File: config.mk
export PLATFORM = sky130hd
export DESIGN_NAME = range_outlier_gate_kalman_core_flat
export DESIGN_NICKNAME = d
export VERILOG_FILES = /design/src/hw/rtl/rogk_pkg.sv /design/src/hw/rtl/rogk_in_if.sv /design/src/hw/rtl/rogk_out_if.sv /design/src/hw/rtl/range_outlier_gate_kalman_core.sv /design/src/flat_wrapper.sv
export SDC_FILE = /design/constraint.sdc
export NUM_CORES = 2
export LEC_CHECK = 0
export ABC_AREA = 1
export BUFFER_PORTS_ARGS = -buffer_cell sky130_fd_sc_hd__buf_4
export CAP_MARGIN = 20
export CORE_AREA = 2 2 399 500
export CTS_CLUSTER_SIZE = 28
export DETAILED_ROUTE_END_ITERATION = 8
export DIE_AREA = 0 0 401 502
export SLEW_MARGIN = 20
export SYNTH_ARGS = -nofsm -noshare
export SYNTH_HDL_FRONTEND = slang
export SYNTH_SLANG_ARGS = --single-unit
File: constraint.sdc
create_clock -name clk -period 8.6 [get_ports clk]
set_clock_uncertainty 0.05 [all_clocks]
set_input_delay 0 -clock clk [delete_from_list [all_inputs] [get_ports clk]]
set_output_delay 0 -clock clk [all_outputs]
set_load 0.1 [all_outputs]
File: src/hw/rtl/rogk_pkg.sv
package rogk_pkg;

  localparam int HEIGHT_W     = 16;
  localparam int NOISE_W      = 26;
  localparam int EST_W        = 32;
  localparam int FRAC_W       = 24;
  localparam int GAIN_W       = FRAC_W + 1;
  localparam int CFG_DATA_W   = 26;
  localparam int CFG_INDEX_W  = 2;

  localparam int DEFAULT_WINDOW_DEPTH = 10;

  // register indexes
  localparam logic [CFG_INDEX_W-1:0] REG_PROCESS_NOISE      = 2'd0;
  localparam logic [CFG_INDEX_W-1:0] REG_MEASUREMENT_NOISE  = 2'd1;
  localparam logic [CFG_INDEX_W-1:0] REG_INITIAL_ESTIMATE   = 2'd2;
  localparam logic [CFG_INDEX_W-1:0] REG_INITIAL_COVARIANCE = 2'd3;

  localparam logic [NOISE_W-1:0]  RST_PROCESS_NOISE      = 26'd36909;
  localparam logic [NOISE_W-1:0]  RST_MEASUREMENT_NOISE  = 26'd671089;
  localparam logic [HEIGHT_W-1:0] RST_INITIAL_ESTIMATE   = 16'd3;
  localparam logic [NOISE_W-1:0]  RST_INITIAL_COVARIANCE = 26'd16777216;

  localparam logic [GAIN_W-1:0]   ONE_Q24 = GAIN_W'(1) << FRAC_W;

endpackage

File: src/hw/rtl/rogk_in_if.sv
interface rogk_in_if import rogk_pkg::*; ();
  logic                valid;
  logic                ready;
  logic [HEIGHT_W-1:0] raw_height;

  modport source (output valid, output raw_height, input ready);
  modport sink   (input valid, input raw_height, output ready);
endinterface

File: src/hw/rtl/rogk_out_if.sv
interface rogk_out_if import rogk_pkg::*; ();
  logic                       valid;
  logic                       ready;
  logic        [HEIGHT_W-1:0] filtered_height;
  logic signed [HEIGHT_W-1:0] vertical_velocity;
  logic        [HEIGHT_W-1:0] window_average;
  logic                       sample_rejected;

  modport source (output valid, output filtered_height, output vertical_velocity,
                  output window_average, output sample_rejected, input ready);
  modport sink   (input valid, input filtered_height, input vertical_velocity,
                  input window_average, input sample_rejected, output ready);
endinterface

File: src/hw/rtl/range_outlier_gate_kalman_core.sv
// Channel   Dir  Payload                                              Transfer
// samples   in   raw_height[15:0]                                     valid & ready
// results   out  filtered_height, vertical_velocity (signed),         valid & ready
//                window_average, sample_rejected
// cfg       in   cfg_index[1:0], cfg_data[25:0]                        cfg_write
//
// After the transfer, one pass through the shared multiplier gives the window
// average (by the reciprocal of the depth), the one-bit-a-cycle divider gives
// the Kalman gain, then two more passes through the multiplier, and the result
// is registered in the final step.
// rst (synchronous) clears the ring, sum, pointer and last output and reloads the
// registers, estimate and covariance from their reset values.
// A result waits in the output register; the block holds in its last step until
// the register is free, and samples is not ready until the step finishes.
module range_outlier_gate_kalman_core import rogk_pkg::*; #(
  parameter int WINDOW_DEPTH = DEFAULT_WINDOW_DEPTH
) (
  input  logic                   clk,
  input  logic                   rst,
  rogk_in_if.sink                samples,
  rogk_out_if.source             results,
  input  logic                   cfg_write,
  input  logic [CFG_INDEX_W-1:0] cfg_index,
  input  logic [CFG_DATA_W-1:0]  cfg_data
);

  localparam int PTR_W  = $clog2(WINDOW_DEPTH);
  localparam int SUM_W  = HEIGHT_W + $clog2(WINDOW_DEPTH);
  localparam int DQW    = GAIN_W;
  localparam int REM_W  = NOISE_W + 1;
  localparam int CNT_W  = $clog2(DQW + 1);
  localparam int PROD_W = GAIN_W + EST_W;

  // exact floor(sum / depth) for any sum below 2^SUM_W
  localparam int AVG_SH = SUM_W + $clog2(WINDOW_DEPTH);
  localparam logic [GAIN_W-1:0] AVG_RECIP =
    GAIN_W'(((64'd1 << AVG_SH) + 64'(WINDOW_DEPTH) - 64'd1) / 64'(WINDOW_DEPTH));

  localparam logic [2:0] S_IDLE = 3'd0;
  localparam logic [2:0] S_AVG  = 3'd1;
  localparam logic [2:0] S_GATE = 3'd2;
  localparam logic [2:0] S_GAIN = 3'd3;
  localparam logic [2:0] S_KG   = 3'd4;
  localparam logic [2:0] S_MUL1 = 3'd5;
  localparam logic [2:0] S_MUL2 = 3'd6;
  localparam logic [2:0] S_FIN  = 3'd7;

  logic [2:0]          state;

  logic [NOISE_W-1:0]  process_noise;
  logic [NOISE_W-1:0]  measurement_noise;
  logic [HEIGHT_W-1:0] initial_estimate;
  logic [NOISE_W-1:0]  initial_covariance;

  logic [HEIGHT_W-1:0] sample_ring [WINDOW_DEPTH];
  logic [PTR_W-1:0]    ring_pointer;
  logic [SUM_W-1:0]    ring_sum;
  logic [EST_W-1:0]    height_estimate;
  logic [NOISE_W-1:0]  error_covariance;
  logic [HEIGHT_W-1:0] previous_output;

  // datapath registers
  logic [HEIGHT_W-1:0] raw;
  logic [HEIGHT_W-1:0] avg;
  logic                rejected;
  logic [HEIGHT_W-1:0] meas;
  logic [NOISE_W-1:0]  pt;
  logic [REM_W-1:0]    den;
  logic [GAIN_W-1:0]   kg;
  logic                up;
  logic [EST_W-1:0]    diff;
  logic [PROD_W-1:0]   prod;

  // divider for the Kalman gain
  logic [REM_W-1:0]    rem;
  logic [DQW-1:0]      dq;
  logic [REM_W-1:0]    div_den;
  logic [CNT_W-1:0]    cnt;

  logic [REM_W:0]      shifted;
  logic                ge;
  logic [REM_W-1:0]    rem_next;

  always_comb begin
    shifted  = {rem, dq[DQW-1]};
    ge       = shifted >= {1'b0, div_den};
    rem_next = ge ? REM_W'(shifted - {1'b0, div_den}) : shifted[REM_W-1:0];
  end

  // ring update at the input transfer
  logic [SUM_W-1:0] sum_next;

  always_comb begin
    sum_next = ring_sum - SUM_W'(sample_ring[ring_pointer]) + SUM_W'(samples.raw_height);
  end

  // gate
  logic [HEIGHT_W-1:0] quot_avg;
  logic [HEIGHT_W-1:0] half;
  logic [HEIGHT_W:0]   three_half;
  logic                rej_now;
  logic [NOISE_W:0]    pt_sum;
  logic [NOISE_W-1:0]  pt_now;
  logic [REM_W-1:0]    den_now;

  always_comb begin
    quot_avg   = prod[AVG_SH +: HEIGHT_W];
    half       = quot_avg >> 1;
    three_half = {half, 1'b0} + {1'b0, half};
    rej_now    = (raw < half) || ({1'b0, raw} > three_half);
    pt_sum     = {1'b0, error_covariance} + {1'b0, process_noise};
    pt_now     = pt_sum[NOISE_W] ? {NOISE_W{1'b1}} : pt_sum[NOISE_W-1:0];
    den_now    = {1'b0, pt_now} + {1'b0, measurement_noise};
  end

  // gain clamp and innovation
  logic [GAIN_W-1:0] quot_gain;
  logic [EST_W-1:0]  target;

  always_comb begin
    quot_gain = dq[GAIN_W-1:0];
    target    = {meas, {(EST_W-HEIGHT_W){1'b0}}};
  end

  // shared multiplier operands
  logic [GAIN_W-1:0] mul_a;
  logic [EST_W-1:0]  mul_b;

  always_comb begin
    if (state == S_MUL1) begin
      mul_a = kg;
      mul_b = diff;
    end else if (state == S_AVG) begin
      mul_a = AVG_RECIP;
      mul_b = EST_W'(ring_sum);
    end else begin
      mul_a = ONE_Q24 - kg;
      mul_b = EST_W'(pt);
    end
  end

  logic [EST_W-1:0] mag;
  assign mag = prod[FRAC_W +: EST_W];

  // output formatting
  logic [HEIGHT_W-1:0]        filt;
  logic signed [HEIGHT_W:0]   delta;
  logic signed [HEIGHT_W+4:0] vel_wide;
  logic signed [HEIGHT_W-1:0] vel;

  always_comb begin
    filt     = height_estimate[EST_W-1 -: HEIGHT_W];
    delta    = $signed({1'b0, filt}) - $signed({1'b0, previous_output});
    vel_wide = ((HEIGHT_W+5)'(delta) <<< 3) + ((HEIGHT_W+5)'(delta) <<< 1);
    if (vel_wide > (HEIGHT_W+5)'(32767)) begin
      vel = 16'sh7fff;
    end else if (vel_wide < -(HEIGHT_W+5)'(32768)) begin
      vel = 16'sh8000;
    end else begin
      vel = vel_wide[HEIGHT_W-1:0];
    end
  end

  logic out_free;
  assign out_free      = !results.valid || results.ready;
  assign samples.ready = (state == S_IDLE);

  always_ff @(posedge clk) begin
    if (rst) begin
      state              <= S_IDLE;
      process_noise      <= RST_PROCESS_NOISE;
      measurement_noise  <= RST_MEASUREMENT_NOISE;
      initial_estimate   <= RST_INITIAL_ESTIMATE;
      initial_covariance <= RST_INITIAL_COVARIANCE;
      for (int i = 0; i < WINDOW_DEPTH; i++) begin
        sample_ring[i] <= '0;
      end
      ring_pointer       <= '0;
      ring_sum           <= '0;
      height_estimate    <= {RST_INITIAL_ESTIMATE, {(EST_W-HEIGHT_W){1'b0}}};
      error_covariance   <= RST_INITIAL_COVARIANCE;
      previous_output    <= '0;
      results.valid      <= 1'b0;
    end else begin
      if (results.valid && results.ready) begin
        results.valid <= 1'b0;
      end

      if (cfg_write) begin
        unique case (cfg_index)
          REG_PROCESS_NOISE:     process_noise     <= cfg_data[NOISE_W-1:0];
          REG_MEASUREMENT_NOISE: measurement_noise <= cfg_data[NOISE_W-1:0];
          REG_INITIAL_ESTIMATE: begin
            initial_estimate <= cfg_data[HEIGHT_W-1:0];
            height_estimate  <= {cfg_data[HEIGHT_W-1:0], {(EST_W-HEIGHT_W){1'b0}}};
          end
          REG_INITIAL_COVARIANCE: begin
            initial_covariance <= cfg_data[NOISE_W-1:0];
            error_covariance   <= cfg_data[NOISE_W-1:0];
          end
          default: ;
        endcase
      end

      unique case (state)
        S_IDLE: begin
          if (samples.valid) begin
            sample_ring[ring_pointer] <= samples.raw_height;
            ring_sum <= sum_next;
            ring_pointer <= (ring_pointer == PTR_W'(WINDOW_DEPTH - 1)) ? '0
                                                                      : ring_pointer + 1'b1;
            raw     <= samples.raw_height;
            state   <= S_AVG;
          end
        end
        S_AVG: begin
          prod  <= mul_a * mul_b;
          state <= S_GATE;
        end
        S_GAIN: begin
          rem <= rem_next;
          dq  <= {dq[DQW-2:0], ge};
          cnt <= cnt - 1'b1;
          if (cnt == CNT_W'(1)) begin
            state <= S_KG;
          end
        end
        S_GATE: begin
          avg      <= quot_avg;
          rejected <= rej_now;
          meas     <= rej_now ? previous_output : raw;
          pt       <= pt_now;
          den      <= den_now;
          // dividend pt * 2^24: quotient fits GAIN_W bits, so start with pt >> 1
          rem      <= REM_W'(pt_now >> 1);
          dq       <= {pt_now[0], {(DQW-1){1'b0}}};
          div_den  <= den_now;
          cnt      <= CNT_W'(GAIN_W);
          state    <= S_GAIN;
        end
        S_KG: begin
          if (den == '0) begin
            kg <= '0;
          end else begin
            kg <= (quot_gain > ONE_Q24) ? ONE_Q24 : quot_gain;
          end
          up    <= target >= height_estimate;
          diff  <= (target >= height_estimate) ? target - height_estimate
                                               : height_estimate - target;
          state <= S_MUL1;
        end
        S_MUL1: begin
          prod  <= mul_a * mul_b;
          state <= S_MUL2;
        end
        S_MUL2: begin
          height_estimate <= up ? height_estimate + mag : height_estimate - mag;
          prod            <= mul_a * mul_b;
          state           <= S_FIN;
        end
        S_FIN: begin
          error_covariance <= prod[FRAC_W +: NOISE_W];
          if (out_free) begin
            results.valid             <= 1'b1;
            results.filtered_height   <= filt;
            results.vertical_velocity <= vel;
            results.window_average    <= avg;
            results.sample_rejected   <= rejected;
            previous_output           <= filt;
            state                     <= S_IDLE;
          end
        end
        default: state <= S_IDLE;
      endcase
    end
  end

  // initial registers are held only for their loads on write
  logic unused_init;
  assign unused_init = ^{initial_estimate, initial_covariance};

endmodule
File: src/flat_wrapper.sv
// flat-port wrapper written by rule: the top's interface ports become plain ports
module range_outlier_gate_kalman_core_flat import rogk_pkg::*;
#(
  parameter int WINDOW_DEPTH = DEFAULT_WINDOW_DEPTH
)
  (clk, rst, cfg_write, cfg_index, cfg_data, samples_valid, samples_raw_height, samples_ready, results_valid, results_filtered_height, results_vertical_velocity, results_window_average, results_sample_rejected, results_ready);
  rogk_in_if samples_i ();
  rogk_out_if results_i ();
  input  logic clk;
  input  logic rst;
  input  logic cfg_write;
  input  logic [CFG_INDEX_W-1:0] cfg_index;
  input  logic [CFG_DATA_W-1:0] cfg_data;
  input wire logic [$bits(samples_i.valid)-1:0] samples_valid;
  input wire logic [$bits(samples_i.raw_height)-1:0] samples_raw_height;
  output wire logic [$bits(samples_i.ready)-1:0] samples_ready;
  output wire logic [$bits(results_i.valid)-1:0] results_valid;
  output wire logic [$bits(results_i.filtered_height)-1:0] results_filtered_height;
  output wire logic [$bits(results_i.vertical_velocity)-1:0] results_vertical_velocity;
  output wire logic [$bits(results_i.window_average)-1:0] results_window_average;
  output wire logic [$bits(results_i.sample_rejected)-1:0] results_sample_rejected;
  input wire logic [$bits(results_i.ready)-1:0] results_ready;
  assign samples_i.valid = samples_valid;
  assign samples_i.raw_height = samples_raw_height;
  assign samples_ready = samples_i.ready;
  assign results_valid = results_i.valid;
  assign results_filtered_height = results_i.filtered_height;
  assign results_vertical_velocity = results_i.vertical_velocity;
  assign results_window_average = results_i.window_average;
  assign results_sample_rejected = results_i.sample_rejected;
  assign results_i.ready = results_ready;
  range_outlier_gate_kalman_core #(.WINDOW_DEPTH(WINDOW_DEPTH)) u_core (.clk(clk), .rst(rst), .samples(samples_i), .results(results_i), .cfg_write(cfg_write), .cfg_index(cfg_index), .cfg_data(cfg_data));
endmodule
Yosys cells after proc, flatten, opt, wreduce, memory -nomap -nowiden
Memory sizes are Yosys's and may differ from the RTL's. A register that Yosys moved wholly into a read port is not among the register bits.
Cells that the tools add are included.
{"block": "word_totals", "register_bits": 476, "mem_bits_rw": 160, "memories": 1}
{"block": "classes", "n_addsub": 15, "mul": 1, "order_cmp": 7, "n_eq_ne": 15, "n_mux": 39, "n_bitwise": 1, "reduce_logical": 28}
{"memory": "u_core.sample_ring", "words": 10, "word_bits": 16, "rd": 1, "rd_clocked_by_memory_dff": 1, "wr": 10, "line": "range_outlier_gate_kalman_core.sv:55", "text": "logic [HEIGHT_W-1:0] sample_ring [WINDOW_DEPTH];"}
{"op": "$mux 32", "count": 6}
{"op": "$mux 26", "count": 5}
{"op": "$sub 32x32->32", "count": 3}
{"op": "$mux 25", "count": 3}
{"op": "$mul 25x32->56", "count": 1}
{"op": "$add 26x26->27", "count": 2}
{"op": "$pmux 27 s2", "count": 1}
{"op": "$pmux 25 s2", "count": 1}
{"op": "$mux 16", "count": 3}
{"op": "$add 32x32->32", "count": 1}
{"op": "$ge 32x32->1", "count": 1}
{"op": "$ge 28x27->1", "count": 1}
{"op": "$logic_not 27->1", "count": 1}
{"op": "$mux 27", "count": 1}
{"op": "$sub 27x27->27", "count": 1}
{"op": "$gt 25x25->1 const B", "count": 1}
{"op": "$sub 25x25->25 const A", "count": 1}
{"op": "$pmux 3 s8", "count": 1}
{"op": "$add 20x18->21", "count": 1}
{"op": "$gt 21x16->1 const B", "count": 1}
{"op": "$lt 21x16->1 const B", "count": 1}
{"op": "$add 20x16->20", "count": 1}
{"op": "$reduce_and 2->1", "count": 10}
{"op": "$sub 20x16->20", "count": 1}
{"op": "other kinds (30)", "count": 57}

Logic depth before layout (Yosys ltp)
{"block": "depth", "word_depth": 6, "ltp_mapped": 42}

Worst setup path after synthesis
Ideal clock, no wire load.
{"block": "synth_path", "path_type": "flip-flop to flip-flop", "startpoint": "reg u_core.state[1]", "endpoint": "reg u_core.prod[35] (data pin)", "setup_time_ns": 0.252, "arrival_ns": 6.878, "t_required_ns": 8.298, "slack_ns": 1.420, "stages_incl_launch_ff": 35, "n_path_buf": 4, "period_less_slack_ns": 7.180, "cell_sequence": "dfxtp_1 inv_1 ha_1 buf_6 inv_4 nor2_2 buf_2 buf_4 a221oi_2 buf_2 nand2_1 fa_1 inv_1 fa_1 fa_1 inv_1 fa_1 inv_1 fa_1 fa_1 inv_1 fa_1 inv_1 ha_1 a21oi_1 inv_1 a21oi_1 nor2_1 nor2_1 a21boi_0 nand2_1 nand2_1 nand2_1 nand2_1 nand2_1"}
{"block": "synth_via", "elab_chain_len": 4}
{"item": "from (decl)", "line": "range_outlier_gate_kalman_core.sv:48", "text": "logic [2:0] state;"}
{"item": "from (signal assigned)", "line": "range_outlier_gate_kalman_core.sv:170", "text": "state <= S_IDLE;"}
{"item": "from (signal assigned)", "line": "range_outlier_gate_kalman_core.sv:213", "text": "state <= S_AVG;"}
{"item": "from (signal assigned)", "line": "range_outlier_gate_kalman_core.sv:218", "text": "state <= S_GATE;"}
{"item": "$eq 3x1->1", "line": "range_outlier_gate_kalman_core.sv:133, range_outlier_gate_kalman_core.sv:205"}
{"item": "$mux 25 or $mux 26 (tied branches)", "line": "range_outlier_gate_kalman_core.sv:133", "text": "end else if (state == S_AVG) begin"}
{"item": "$mux 25 or $mux 32 (tied branches)", "line": "range_outlier_gate_kalman_core.sv:130", "text": "if (state == S_MUL1) begin"}
{"item": "$mul 25x32->56 (*)", "line": "range_outlier_gate_kalman_core.sv:217, range_outlier_gate_kalman_core.sv:253, range_outlier_gate_kalman_core.sv:258"}
{"item": "to (signal assigned)", "line": "range_outlier_gate_kalman_core.sv:217", "text": "prod <= mul_a * mul_b;"}
{"item": "to (signal assigned)", "line": "range_outlier_gate_kalman_core.sv:253", "text": "prod <= mul_a * mul_b;"}
{"item": "to (signal assigned)", "line": "range_outlier_gate_kalman_core.sv:258", "text": "prod <= mul_a * mul_b;"}
{"item": "to (decl)", "line": "range_outlier_gate_kalman_core.sv:72", "text": "logic [PROD_W-1:0] prod;"}
Every way passes the cells marked *; elsewhere a longest branch is shown, timed or not.
A chain may end at the register's enable or synchronous reset.

Worst setup path after layout
{"block": "layout_path", "startpoint": "reg u_core.state[1]", "endpoint": "reg u_core.prod[51] (data pin)"}
The elaborated chain is that of the path after synthesis.

==> metrics <==
sequential area share after synthesis 28.93%; total number of vias between 50000 and 60000; Synth Flop Type edfxtp_1; synthesis-to-layout area growth 11.41%; WP data arrival 8.67 ns; WP data required between 9 and 10 ns; hold depth 4; number of global-route vias before repair about 60000; Setup violations, final 0; Post-DP Area 72700 sq um; CTS tree done; critical path class flip-flop to flip-flop; critical path's slowest cell fa_1; synthesized area per cell around 8.3 sq um; gr usage total 23.69%; Clock Sinks between 700 and 800; Synth cell types 64; Post-DRT Antenna Nets 0; I/O pin cnt 100; final hold viol count 0; initial antenna violation count 12; CP Max Fanout 19; cell count of the worst reg-to-reg path 31; worst r2r src u_core.state[1]; Tmin final ~8 ns; hold crit path type input port to flip-flop; Ys Warns 0; drt pass-1 iters 8; vias per cell between 5 and 6; Hold Path End u_core.process_noise[18]; DRC Markers 0; Starting Density 34.86%; final core utilization around two fifths; crit-path max cell delay 0.73 ns; Post-synth EDFFs 554; Die Area 201300 sq um; Clock transition at path regs 0.06 ns; CTS Buf Count 80; root buf cell clkbuf_16; fmax about 120 MHz; type of origin of the critical path flip-flop; FP Rows between 150 and 200; routability cong. 1.015; Max-Cap Viols 0; asr flop ratio synth 0%; Core Region 196300 sq um; gate count after technology mapping 8260; Hold Path Origin cfg_data[18]; Skew-Pair Late Insertion Delay 0.73 ns; H-Tree Depth 3; DR WL/cell 21.86 microns; nets 9607; Slew HR around a quarter; most frequent cells in the layout nand2_1 (1613), inv_1 (1568), nor2_1 (930); count of buffers from port buffering 99; Tcrit/Tclk final a little over nine tenths; RSZ-0062 raised after global routing yes; share of post-route cells with drive strength above 1 6.491%; pin count of the biggest net entering global routing between 100 and 150; leading cell type in the layout, fill and taps excluded nand2_1; worst slew pin tran 1.128 ns; r2r setup slk 0.36 ns; Chip Width 401 microns; final instance area 76240 sq um; crit end category flip-flop; Post-DP HPWL 194600 microns; Post-Route WL approximately 240000 microns; Yosys reg bits around 710; cell area after synthesis about 70000 sq um; first-pass GRT wire length 359700 microns; die extent in y 502 microns; DR iter-0 viols roughly 4400; status complete, no violations; grt total ovfl 0; Clock Path Buffers 3; Slew Limit Fails 0; Syn Nets roughly 9500; Worst R2R End u_core.prod[51]
==> worst max path at each step <==
| stage | startpoint | endpoint | slack [ns] | cells past startpoint |
|---|---|---|---|---|
| floorplan | u_core.state[1] | u_core.prod[35] | 1.42 | 34 |
| global placement | u_core.kg[0] | u_core.prod[31] | 0.1 | 33 |
| detailed placement | u_core.kg[0] | u_core.prod[31] | 0.11 | 31 |
| CTS | u_core.kg[0] | u_core.prod[31] | 0.08 | 31 |
| global route | u_core.kg[0] | u_core.prod[53] | -0.05 | 29 |
| finish | u_core.state[1] | u_core.prod[51] | 0.36 | 31 |
==> cell type report <==
class	instances	area, sq um
clock buffer	103	2130
inverter	1610	6071
multi-input combinational	5675	41660
clock inverter	47	598.1
timing repair buffer	326	2750
sequential	712	19800
fill	20190	120100
tap	2576	3223
antenna	4	10.01
==> repair_timing <==
item	in CTS	in global routing
hold endpoints to repair	220	0
gates resized for setup	0	26
setup endpoints to repair	0	30
hold buffers	63	0
setup buffers	0	4
==> cells in the mapped netlist, drive strengths merged (5+ instances only) <==
cell / count / area (sq um)
xnor2: 65 / 569.3
buf: 107 / 564.3
fa: 709 / 14190
a21boi: 12 / 90.09
a21o: 38 / 285.3
xor2: 116 / 1016
inv: 1601 / 6017
o221ai: 5 / 43.79
and3: 7 / 43.79
clkinv: 9 / 33.78
ha: 444 / 5555
a211oi: 10 / 75.07
edfxtp: 554 / 16640
nor2: 962 / 3736
dfxtp: 158 / 3163
nor4: 28 / 175.2
nor3: 66 / 335.3
nand3: 265 / 1381
o21ai: 444 / 2226
o21bai: 30 / 225.2
nand3b: 10 / 75.07
nand4: 69 / 431.7
o2111ai: 5 / 43.79
or2: 21 / 131.4
o21a: 9 / 67.56
o22ai: 23 / 175.2
o31ai: 8 / 60.06
a221oi: 18 / 284.0
a31oi: 49 / 306.5
mux2i: 64 / 640.6
nand2: 1633 / 6187
a21oi: 467 / 2345
o211ai: 81 / 608.1
clkbuf: 156 / 588.1
==> registers in the layout, summed over array words and instances (netlist names), 20 cells and up, named ones only <==
register                  count
u_core.sample_ring          256
u_core.diff                  32
u_core.height_estimate       32
u_core.prod                  32
u_core.den                   27
u_core.rem                   27
u_core.error_covariance      26
u_core.measurement_noise     26
u_core.process_noise         26
u_core.pt                    26
u_core.dq                    25
u_core.kg                    25
u_core.ring_sum              20
==> worst max-delay path, delay by kind of cell (launching register included) <==
family          cells  cell delay [ns]
compound gates      1             0.24
fa+ha+maj           9             4.26
buf+inv            11             1.70
flops               1             0.37
simple gates       10             1.37
==> metal layers <==
metal,share of wire [%],routed length (microns),vias to the layer above,GRT usage [%]
met5,0.022,53,-,0
met4,6.5,15700,8,13.85
met3,5.9,14310,610,3.244
met2,49,117900,2104,41.13
met1,39,93710,28220,28.00
li1,-,-,26450,-
==> cells by family (layout without fill, tap and decap cells) <==
| logic type | after synthesis | in the layout | share of synthesized area, % |
|---|---|---|---|
| AOI/OAI and AO/OA | 1205 | 1205 | 10.06 |
| adders and majority gates | 1153 | 1153 | 28.86 |
| muxes | 64 | 64 | 0.9361 |
| buffers and inverters | 1873 | 2086 | 10.53 |
| other | 0 | 4 | 0 |
| DFF | 712 | 712 | 28.93 |
| xor gates and xnor gates | 181 | 181 | 2.316 |
| and+or+nand+nor | 3072 | 3072 | 18.37 |
==> through the flow <==
| step | TNS [ns] | hold slack (ns) | std cells | setup slack [ns] |
|---|---|---|---|---|
| finish | 0 | 0.05158 | 11050 | 0.3559 |
| global route | -0.1333 | 0.03085 | 11050 | -0.04792 |
| CTS | 0 | 0.004786 | 11040 | 0.07732 |
| detailed placement | 0 | 0.1401 | 10830 | 0.1130 |
| global placement | 0 | 0.1418 | 10830 | 0.09845 |
| floorplan | 0 | 0.04887 | 8260 | 1.420 |
Power is left out: the tool's default activity adds up to more than one toggle a clock period on the data nets, which glitch-free logic cannot reach.
